## config.mk

```make
export PLATFORM = sky130hd
export DESIGN_NAME = dmx512_frame_receiver
export DESIGN_NICKNAME = d
export VERILOG_FILES = /design/src/sv/dmx_pkg.sv /design/src/sv/dmx_ram.sv /design/src/sv/dmx_rx_fsm.sv /design/src/sv/dmx512_frame_receiver.sv
export SDC_FILE = /design/constraint.sdc
export NUM_CORES = 2
export LEC_CHECK = 0
export BUFFER_PORTS_ARGS = -buffer_cell sky130_fd_sc_hd__buf_4
export CAP_MARGIN = 20
export CORE_ASPECT_RATIO = 0.9
export CORE_MARGIN = 3
export CORE_UTILIZATION = 35
export CTS_BUF_LIST = sky130_fd_sc_hd__clkbuf_4 sky130_fd_sc_hd__clkbuf_8
export DETAILED_ROUTE_END_ITERATION = 10
export GPL_ROUTABILITY_DRIVEN = 0
export PLACE_DENSITY = 0.55
export RECOVER_POWER = 100
export SLEW_MARGIN = 20
export SYNTH_ARGS = -nofsm -noshare
export SYNTH_HDL_FRONTEND = slang
export SYNTH_HIERARCHICAL = 1
export SYNTH_MEMORY_MAX_BITS = 65536
export SYNTH_SLANG_ARGS = --single-unit
```

## constraint.sdc

```tcl
create_clock -name clk -period 29.9 [get_ports clk]
set_input_delay 4.485 -clock clk [delete_from_list [all_inputs] [get_ports clk]]
set_output_delay 4.485 -clock clk [all_outputs]
set_load 0.02 [all_outputs]
```

## src/sv/dmx_pkg.sv

```systemverilog
// Shared constants, request codes and types for the DMX512 frame receiver.
`timescale 1ns / 1ps
`default_nettype none

package dmx_pkg;

    localparam int SLOTS  = 512;
    localparam int DEPTH  = SLOTS + 1;
    localparam int ADDR_W = $clog2(DEPTH);
    localparam int CNT_W  = 10;
    localparam int AGE_W  = 16;
    localparam int REQ_W  = 3;
    localparam int ST_W   = 2;

    localparam logic [CNT_W-1:0] SLOT_MAX  = CNT_W'(SLOTS);
    localparam logic [CNT_W-1:0] SLOT_LIM  = CNT_W'(DEPTH);
    localparam logic [AGE_W-1:0] AGE_MAX   = {AGE_W{1'b1}};
    localparam logic [AGE_W-1:0] TIMEOUT_RST = AGE_W'(1000);

    localparam logic [REQ_W-1:0] REQ_BYTE  = 3'd0;
    localparam logic [REQ_W-1:0] REQ_BREAK = 3'd1;
    localparam logic [REQ_W-1:0] REQ_ERROR = 3'd2;
    localparam logic [REQ_W-1:0] REQ_READ  = 3'd3;
    localparam logic [REQ_W-1:0] REQ_WRITE = 3'd4;
    localparam logic [REQ_W-1:0] REQ_TICK  = 3'd5;

    localparam logic [ST_W-1:0] ST_IDLE  = 2'd0;
    localparam logic [ST_W-1:0] ST_BREAK = 2'd1;
    localparam logic [ST_W-1:0] ST_DATA  = 2'd2;

    // one slot store access
    typedef struct packed {
        logic              we;
        logic              re;
        logic [ADDR_W-1:0] addr;
        logic [7:0]        wdata;
    } mem_req_t;

    // result fields known at request time
    typedef struct packed {
        logic             is_read;
        logic             healthy;
        logic [ST_W-1:0]  frame_state;
        logic [CNT_W-1:0] slot_count;
    } status_t;

endpackage

`default_nettype wire

```

## src/sv/dmx_ram.sv

```systemverilog
// Generic single-port RAM with registered read.
`timescale 1ns / 1ps
`default_nettype none

module dmx_ram #(
    parameter int WIDTH = 8,
    parameter int DEPTH = 513,
    localparam int AW = $clog2(DEPTH)
) (
    input  wire logic             clk,
    input  wire logic             we,
    input  wire logic             re,
    input  wire logic [AW-1:0]    addr,
    input  wire logic [WIDTH-1:0] wdata,
    output logic      [WIDTH-1:0] rdata
);

    logic [WIDTH-1:0] mem_reg [DEPTH];
    logic [WIDTH-1:0] rdata_reg;

    always_ff @(posedge clk)
    begin
        if (we)
        begin
            mem_reg[addr] <= wdata;
        end
        if (re)
        begin
            rdata_reg <= mem_reg[addr];
        end
    end

    assign rdata = rdata_reg;

endmodule

`default_nettype wire

```

## src/sv/dmx_rx_fsm.sv

```systemverilog
// Receiver state, write pointer, packet age and slot store request generation.
`timescale 1ns / 1ps
`default_nettype none

module dmx_rx_fsm
    import dmx_pkg::*;
(
    input  wire logic             clk,
    input  wire logic             rst_n,
    input  wire logic             accept,
    input  wire logic [REQ_W-1:0] req_type,
    input  wire logic [7:0]       data_byte,
    input  wire logic [9:0]       channel,
    input  wire logic [AGE_W-1:0] timeout,
    output mem_req_t              mem_req,
    output status_t               status
);

    logic [ST_W-1:0]  state_reg, state_next;
    logic [CNT_W-1:0] wp_reg, wp_next;
    logic [AGE_W-1:0] age_reg, age_next;
    logic             ch_ok;
    logic [ST_W-1:0]  st_eff;
    logic [CNT_W-1:0] wp_eff;

    assign ch_ok = (channel != 10'd0) && (channel <= SLOT_MAX);

    always_comb
    begin
        state_next = state_reg;
        wp_next    = wp_reg;
        age_next   = age_reg;
        st_eff     = state_reg;
        wp_eff     = wp_reg;
        mem_req    = '0;
        mem_req.wdata = data_byte;
        status     = '0;
        if (accept)
        begin
            unique case (req_type)
                REQ_BYTE:
                begin
                    // start code check right after a break
                    if (state_reg == ST_BREAK)
                    begin
                        if (data_byte == 8'd0)
                        begin
                            st_eff   = ST_DATA;
                            wp_eff   = '0;
                            age_next = '0;
                        end
                        else
                        begin
                            st_eff = ST_IDLE;
                        end
                    end
                    state_next = st_eff;
                    if (st_eff == ST_DATA && wp_eff < SLOT_LIM)
                    begin
                        mem_req.we   = 1'b1;
                        mem_req.addr = wp_eff[ADDR_W-1:0];
                        wp_next      = wp_eff + CNT_W'(1);
                    end
                    else
                    begin
                        wp_next = wp_eff;
                    end
                end
                REQ_BREAK: state_next = ST_BREAK;
                REQ_ERROR: state_next = ST_IDLE;
                REQ_READ:
                begin
                    mem_req.re     = ch_ok;
                    mem_req.addr   = channel[ADDR_W-1:0];
                    status.is_read = ch_ok;
                end
                REQ_WRITE:
                begin
                    mem_req.we   = ch_ok;
                    mem_req.addr = channel[ADDR_W-1:0];
                end
                REQ_TICK:
                begin
                    if (age_reg != AGE_MAX)
                    begin
                        age_next = age_reg + AGE_W'(1);
                    end
                end
                default: ;
            endcase
        end
        status.healthy     = (age_next < timeout);
        status.frame_state = state_next;
        status.slot_count  = wp_next;
    end

    always_ff @(posedge clk or negedge rst_n)
    begin
        if (!rst_n)
        begin
            state_reg <= ST_IDLE;
            wp_reg    <= '0;
            age_reg   <= '0;
        end
        else
        begin
            state_reg <= state_next;
            wp_reg    <= wp_next;
            age_reg   <= age_next;
        end
    end

endmodule

`default_nettype wire

```

## src/sv/dmx512_frame_receiver.sv

```systemverilog
// Top level of the DMX512 frame receiver: slot store, clear pass and result pipeline.
`timescale 1ns / 1ps
`default_nettype none

// Channel   Handshake            Payload
// in        in_valid/in_stall    req_type, data_byte, channel
// out       out_valid/out_stall  read_data, healthy, frame_state, slot_count
// cfg       cfg_valid/cfg_ready  cfg_data (health_timeout)
//
// One request per cycle sustained while in_stall is low; each result passes
// through stage 1 (slot store read), then the output register.
// The single-port slot store takes one access per request, which sets the rate.
// After reset a clear pass zeroes all DEPTH (513) store entries, with in_stall high.
// A stalled output holds one result; a second finished request waits in stage 1,
// and outside the clear pass in_stall rises only when both are full.
module dmx512_frame_receiver
    import dmx_pkg::*;
(
    input  wire logic             clk,
    input  wire logic             rst_n,
    input  wire logic             in_valid,
    output logic                  in_stall,
    input  wire logic [REQ_W-1:0] req_type,
    input  wire logic [7:0]       data_byte,
    input  wire logic [9:0]       channel,
    output logic                  out_valid,
    input  wire logic             out_stall,
    output logic [7:0]            read_data,
    output logic                  healthy,
    output logic [ST_W-1:0]       frame_state,
    output logic [CNT_W-1:0]      slot_count,
    input  wire logic             cfg_valid,
    output logic                  cfg_ready,
    input  wire logic [AGE_W-1:0] cfg_data
);

    logic [AGE_W-1:0]  timeout_reg;
    logic              clear_reg;
    logic [ADDR_W-1:0] clr_addr_reg;
    logic              accept;
    mem_req_t          fsm_req;
    mem_req_t          ram_req;
    status_t           fsm_status;
    logic [7:0]        ram_rdata;

    // stage 1: request issued to the store, read data arrives here
    logic              s1_valid_reg, s1_valid_next;
    status_t           s1_status_reg;
    logic              s1_adv;

    // output register
    logic              out_valid_reg, out_valid_next;
    logic [7:0]        out_rd_reg;
    status_t           out_status_reg;

    assign cfg_ready = 1'b1;

    always_ff @(posedge clk or negedge rst_n)
    begin
        if (!rst_n)
        begin
            timeout_reg <= TIMEOUT_RST;
        end
        else if (cfg_valid)
        begin
            timeout_reg <= cfg_data;
        end
    end

    // clear pass over the store after reset
    always_ff @(posedge clk or negedge rst_n)
    begin
        if (!rst_n)
        begin
            clear_reg    <= 1'b1;
            clr_addr_reg <= '0;
        end
        else if (clear_reg)
        begin
            clr_addr_reg <= clr_addr_reg + ADDR_W'(1);
            if (clr_addr_reg == ADDR_W'(DEPTH - 1))
            begin
                clear_reg <= 1'b0;
            end
        end
    end

    assign s1_adv   = s1_valid_reg && (!out_valid_reg || !out_stall);
    assign in_stall = clear_reg || (s1_valid_reg && !s1_adv);
    assign accept   = in_valid && !in_stall;

    dmx_rx_fsm u_fsm (
        .clk       (clk),
        .rst_n     (rst_n),
        .accept    (accept),
        .req_type  (req_type),
        .data_byte (data_byte),
        .channel   (channel),
        .timeout   (timeout_reg),
        .mem_req   (fsm_req),
        .status    (fsm_status)
    );

    always_comb
    begin
        if (clear_reg)
        begin
            ram_req.we    = 1'b1;
            ram_req.re    = 1'b0;
            ram_req.addr  = clr_addr_reg;
            ram_req.wdata = 8'd0;
        end
        else
        begin
            ram_req = fsm_req;
        end
    end

    dmx_ram #(
        .WIDTH (8),
        .DEPTH (DEPTH)
    ) u_ram (
        .clk   (clk),
        .we    (ram_req.we),
        .re    (ram_req.re),
        .addr  (ram_req.addr),
        .wdata (ram_req.wdata),
        .rdata (ram_rdata)
    );

    // read data stays put while stage 1 waits: no new access is issued then
    assign s1_valid_next  = accept || (s1_valid_reg && !s1_adv);
    assign out_valid_next = s1_adv || (out_valid_reg && out_stall);

    always_ff @(posedge clk or negedge rst_n)
    begin
        if (!rst_n)
        begin
            s1_valid_reg  <= 1'b0;
            out_valid_reg <= 1'b0;
        end
        else
        begin
            s1_valid_reg  <= s1_valid_next;
            out_valid_reg <= out_valid_next;
        end
    end

    always_ff @(posedge clk)
    begin
        if (accept)
        begin
            s1_status_reg <= fsm_status;
        end
        if (s1_adv)
        begin
            out_status_reg <= s1_status_reg;
            out_rd_reg     <= s1_status_reg.is_read ? ram_rdata : 8'd0;
        end
    end

    assign out_valid   = out_valid_reg;
    assign read_data   = out_rd_reg;
    assign healthy     = out_status_reg.healthy;
    assign frame_state = out_status_reg.frame_state;
    assign slot_count  = out_status_reg.slot_count;

    a_slot_count_range: assert property (@(posedge clk) disable iff (!rst_n)
        out_valid |-> slot_count <= SLOT_LIM)
        else $error("slot count beyond store depth");

    a_single_access: assert property (@(posedge clk) disable iff (!rst_n)
        !(ram_req.we && ram_req.re))
        else $error("store read and write in one cycle");

    a_s1_hold: assert property (@(posedge clk) disable iff (!rst_n)
        s1_valid_reg && !s1_adv |=> s1_valid_reg && $stable(s1_status_reg))
        else $error("stage 1 lost a waiting request");

    a_clear_done: assert property (@(posedge clk) disable iff (!rst_n)
        $fell(clear_reg) |-> $past(clr_addr_reg) == ADDR_W'(DEPTH - 1))
        else $error("clear pass ended early");

    a_no_read_during_clear: assert property (@(posedge clk) disable iff (!rst_n)
        clear_reg |-> !accept && !s1_valid_reg)
        else $error("request taken during clear pass");

endmodule

`default_nettype wire
```

# Word level (Yosys, flattened, before mapping)
# Memories as Yosys holds them, arrays and structs flattened. A register that Yosys moved wholly into a read port is not among the register bits.
# Cells that the tools add are included.
# totals
register_bits,92
latchBits,0
input_bits,42
mem_bits_rw,4104
rom_bits,0
out_inout_bits,24
mem_count,1
# mem_list
name,words,word_bits,rd,rd_ports_with_merged_regs,wr,line,text
u_ram.mem_reg,513,8,1,1,1,dmx_ram.sv:18,logic [WIDTH-1:0] mem_reg [DEPTH];
# classes
multipliers,0
bitwise_logic,0
n_addsub,3
n_eq_ne,9
muxes,29
shifts,0
n_lt_le_gt_ge,3
div_mod_pow,0
reduce_logical,18
# op_table
operator,n
$mux 10,8
$mux 16,4
$pmux 16 s2,1
$add 10x1->10 const B,2
$mux 20,1
$pmux 10 s2,1
$add 16x1->16 const B,1
$lt 16x16->1,1
$ne 16x16->1 const B,1
$mux 12,1
$eq 10x10->1 const B,1
$le 10x10->1 const B,1
$lt 10x10->1 const B,1
$mux 2,5
$reduce_bool 10->1,1
$logic_not 8->1,1
$eq 3x2->1 const B,2
$eq 3x3->1 const B,2
$logic_and 1x1->1,6
$mux 1,6
$pmux 2 s3,1
$logic_not 1->1,4
$logic_or 1x1->1,4
$eq 3x1->1 const B,1
other kinds (5),5

# Depth between registers and ports, before layout
# depth
word_depth,17
mapped_depth,25

# Modules after synthesis
# Netlist, hierarchy kept.
# modules_own_cells
mod,seq_area_each_um2,area_each_um2,instances,cells_each
dmx_ram,123478.4,159183.9,1,8048
dmx512_frame_receiver,1785.5,2496.1,1,154
dmx_rx_fsm,700.7,2399.8,1,305

# Least setup slack after synthesis
# OpenSTA, ideal clock, no wires.
# synth_path
path_kind,input-to-reg
start,input data_byte[0]
end,memory u_ram.mem_reg[0][0] (data pin)
t_required_ns,27.177
path_stages,2
n_path_buf,1
path_slack_ns,10.142
t_arrival_ns,17.035
setup_time_ns,2.723
cell_sequence,buf_4 -> nor2b_1
# synth_rtl
element,line,text
"start, declared",dmx512_frame_receiver.sv:24,"input wire logic [7:0] data_byte,"
"end, declared",dmx_ram.sv:18,

==> reports/results.tsv <==
metric	value	unit
worstSetupPathType	primary input to flop	
syn-num-nets	8570	
synth.ff_latch_count	4204	
critPathRequiredTime	30.28	ns
hold_buffers	0	
r2r-end	u_ram/mem_reg[260][5]	
initial_core_util	0.3529	
routed-wl-met3	66.32	mm
dp_cells	14480	
synth_edf_count	4147	
drt_first_pass_iters	9	
fin_util	0.3955	
worst-r2r-setup-slack	10.75	ns
timing.final.crit_period	21.25	ns
power.total	11.61	mW
overflow	0	
finalInstanceArea	0.1839	sq mm
postCtsSetupBuffers	0	
rsz0062_at_grt	false	
avgSynthCellArea	19.29	sq um
cts_buffer_depth	4	
yosys.cell_types.count	92	
min_path_cells	0	
dp_hpwl	317.5	mm
ant_nets	0	
cts_tree	yes	
period_share	0.7107	
layout-drive-gt1-share	0.1961	
r2r_cells	8	
num_vias	90400	
crit_top_cell	clkbuf_1	
syn_to_final_growth	12.07	%
clock_sinks	4204	
synth_top_cell_area_share	0.7590	
r2r_start	clear_reg	
ios	66	
violations	max-capacitance violations, max-slew violations	
hp-class	flop to flop	
die_w	727.7	um
setup_viol	0	
routed_wl	536.9	mm
min_to	slot_count[5]	
status	finished with violations	
core	0.4650	sq mm
maxCapViolations	89	
grt_pass1_wl	730.8	mm
stdcell_count	15710	
relSlewSlack	-5.416	
fp-row-count	237	
antenna_found_initial	68	
root_buffer	clkbuf_8	
grt_max_degree	200	
ctsResizeCount	0	
drc_errors	0	
cpMaxStageDelayCell	clkbuf_1	
clk_latency	1.26	ns
synth_area	0.1641	sq mm
port_buffers	64	
async_flop_share	0.01356	
n_fill_cell	41980	
wl_met2	238.0	mm
pwr_density_cell	63.15	mW/mm^2
top_layer	met5	
post-synth-top-count-cell	edfxtp_1	
crit_start	data_byte[5]	
cts.clk_slew.worst_paths	0.06	ns
crit_chain	clkbuf_4, nor2b_2, clkbuf_1, clkbuf_1, clkbuf_1, clkbuf_1, clkbuf_1, clkbuf_1	
nNetsFinal	8988	
critPathLaunchType	primary input	
seq_area_frac_synth	0.7677	
fp.dieH	655.6	um
cp_max_fo	93	
worstMarginPinSlew	9.624	ns
yosysWarnings	6	
finalHoldViolations	0	
max_stage_delay	3.30	ns
ir_drop	0.04560	mV
wl_per_cell	34.17	um
pre_cts_slack	15.16	ns
cp.arrival	21.63	ns
holdWs	0.4216	ns
drtIter0Drc	14260	
min-delay-start	s1_status_reg[5]	
yosys.area.top_type	edfxtp_1	
end_kind	flop	
fp.dieArea	0.4771	sq mm
syn-instance-count	8507	
max_freq	0.04706	GHz
synth.area.top_cells	edfxtp_1 76%, mux4_2 7.6%, mux2i_1 5.6%	
setup_tns	0	ns
met1_length	214.0	mm
skew	0.08356	ns
synthFlopType	edfxtp_1	
yosys-top-cells-count	4147 x edfxtp_1, 915 x mux2i_1, 644 x nor2_1	
final_max_slew_viol_count	4893	
htreeDepth	6	
setup_ws	8.650	ns
grtUsageTotal	0.2181	
avgViaCountPerCell	5.753	
numCtsBuffers	653	
p_leak	53.98	nW
place_area	0.1718	sq mm
grt_pass1_vias	88350	
largest_reg_flops	4104	
==> worst max-delay path, delay by kind of cell <==
family                 cells  cell delay, ns
buffers and inverters      7           16.67
and+or+nand+nor            1            0.12
==> cells in the final DEF, fill, tap and decap left out, drive strengths merged, types with 8 or more instances in the layout <==
cell type  synthesis  routed
o22ai            362     362
ha                21      21
nand3             75      75
clkinv             0     248
edfxtp          4147    4147
nand2b             8       8
a221oi            18      18
and4              10      10
a31oi             23      23
nor3              45      45
nand4             53      53
nor2             645     645
nor4              84      84
diode              0      59
mux2              55      55
a41oi             10      10
clkinvlp           0      20
clkbuf           176     980
and2              21      21
nand2            230     230
buf              359     178
inv               27      56
o211ai            27      27
a22oi            151     151
a211oi            26      26
a21oi             85      85
nor2b             22      22
mux2i            915     915
o2111ai            9       9
bufinv             0      15
and3              14      14
dfrtp             50      50
o21ai             94      94
mux4             586     586
or4               16      16
a22o              21      21
==> per-layer routing <==
metal	vias to the layer above	GRT usage
met5	-	0
met3	901	0.06727
li1	35770	-
met4	14	0.07202
met2	5962	0.3244
met1	47760	0.3047
==> power breakdown <==
part	switching [mW]	internal [mW]
registers	0.00916	6.51
logic	0.245	0.0786
clock network	2.32	2.45
total	2.57	9.04
==> cell type report <==
type / instances / area, sq um / area share
diodes: 59 / 147.6 / 0.0008029
clock buffers: 859 / 10580 / 0.05752
clock inverters: 312 / 2042 / 0.01110
inverters: 27 / 106.4 / 0.0005784
multi-input cells: 3740 / 35350 / 0.1922
flip-flops and latches: 4204 / 126000 / 0.6850
well taps: 6214 / 7775 / 0.04228
repair buffers: 299 / 1921 / 0.01044
==> worst max-delay path by stage <==
| stage | end |
|---|---|
| after global placement | u_ram/rdata[4] |
| after floorplan | u_ram/mem_reg[0][0] |
| after detailed placement | u_ram/rdata[4] |
| after global routing | u_ram/mem_reg[272][5] |
| after CTS | u_ram/rdata[4] |
| final | u_ram/mem_reg[260][5] |
==> logic make-up after synthesis <==
family / after synthesis / share of synthesized area
XOR/XNOR: 11 / 0.0005872
multiplexers: 1556 / 0.1407
other: 1 / 0.00002285
buffers and inverters: 563 / 0.01849
flip-flops: 4204 / 0.7677
AND/OR/NAND/NOR: 1263 / 0.03497
AO/OA/AOI/OAI: 888 / 0.03591
adder cells (fa/ha/maj): 21 / 0.001601
Power figures use the tool's default switching activity.
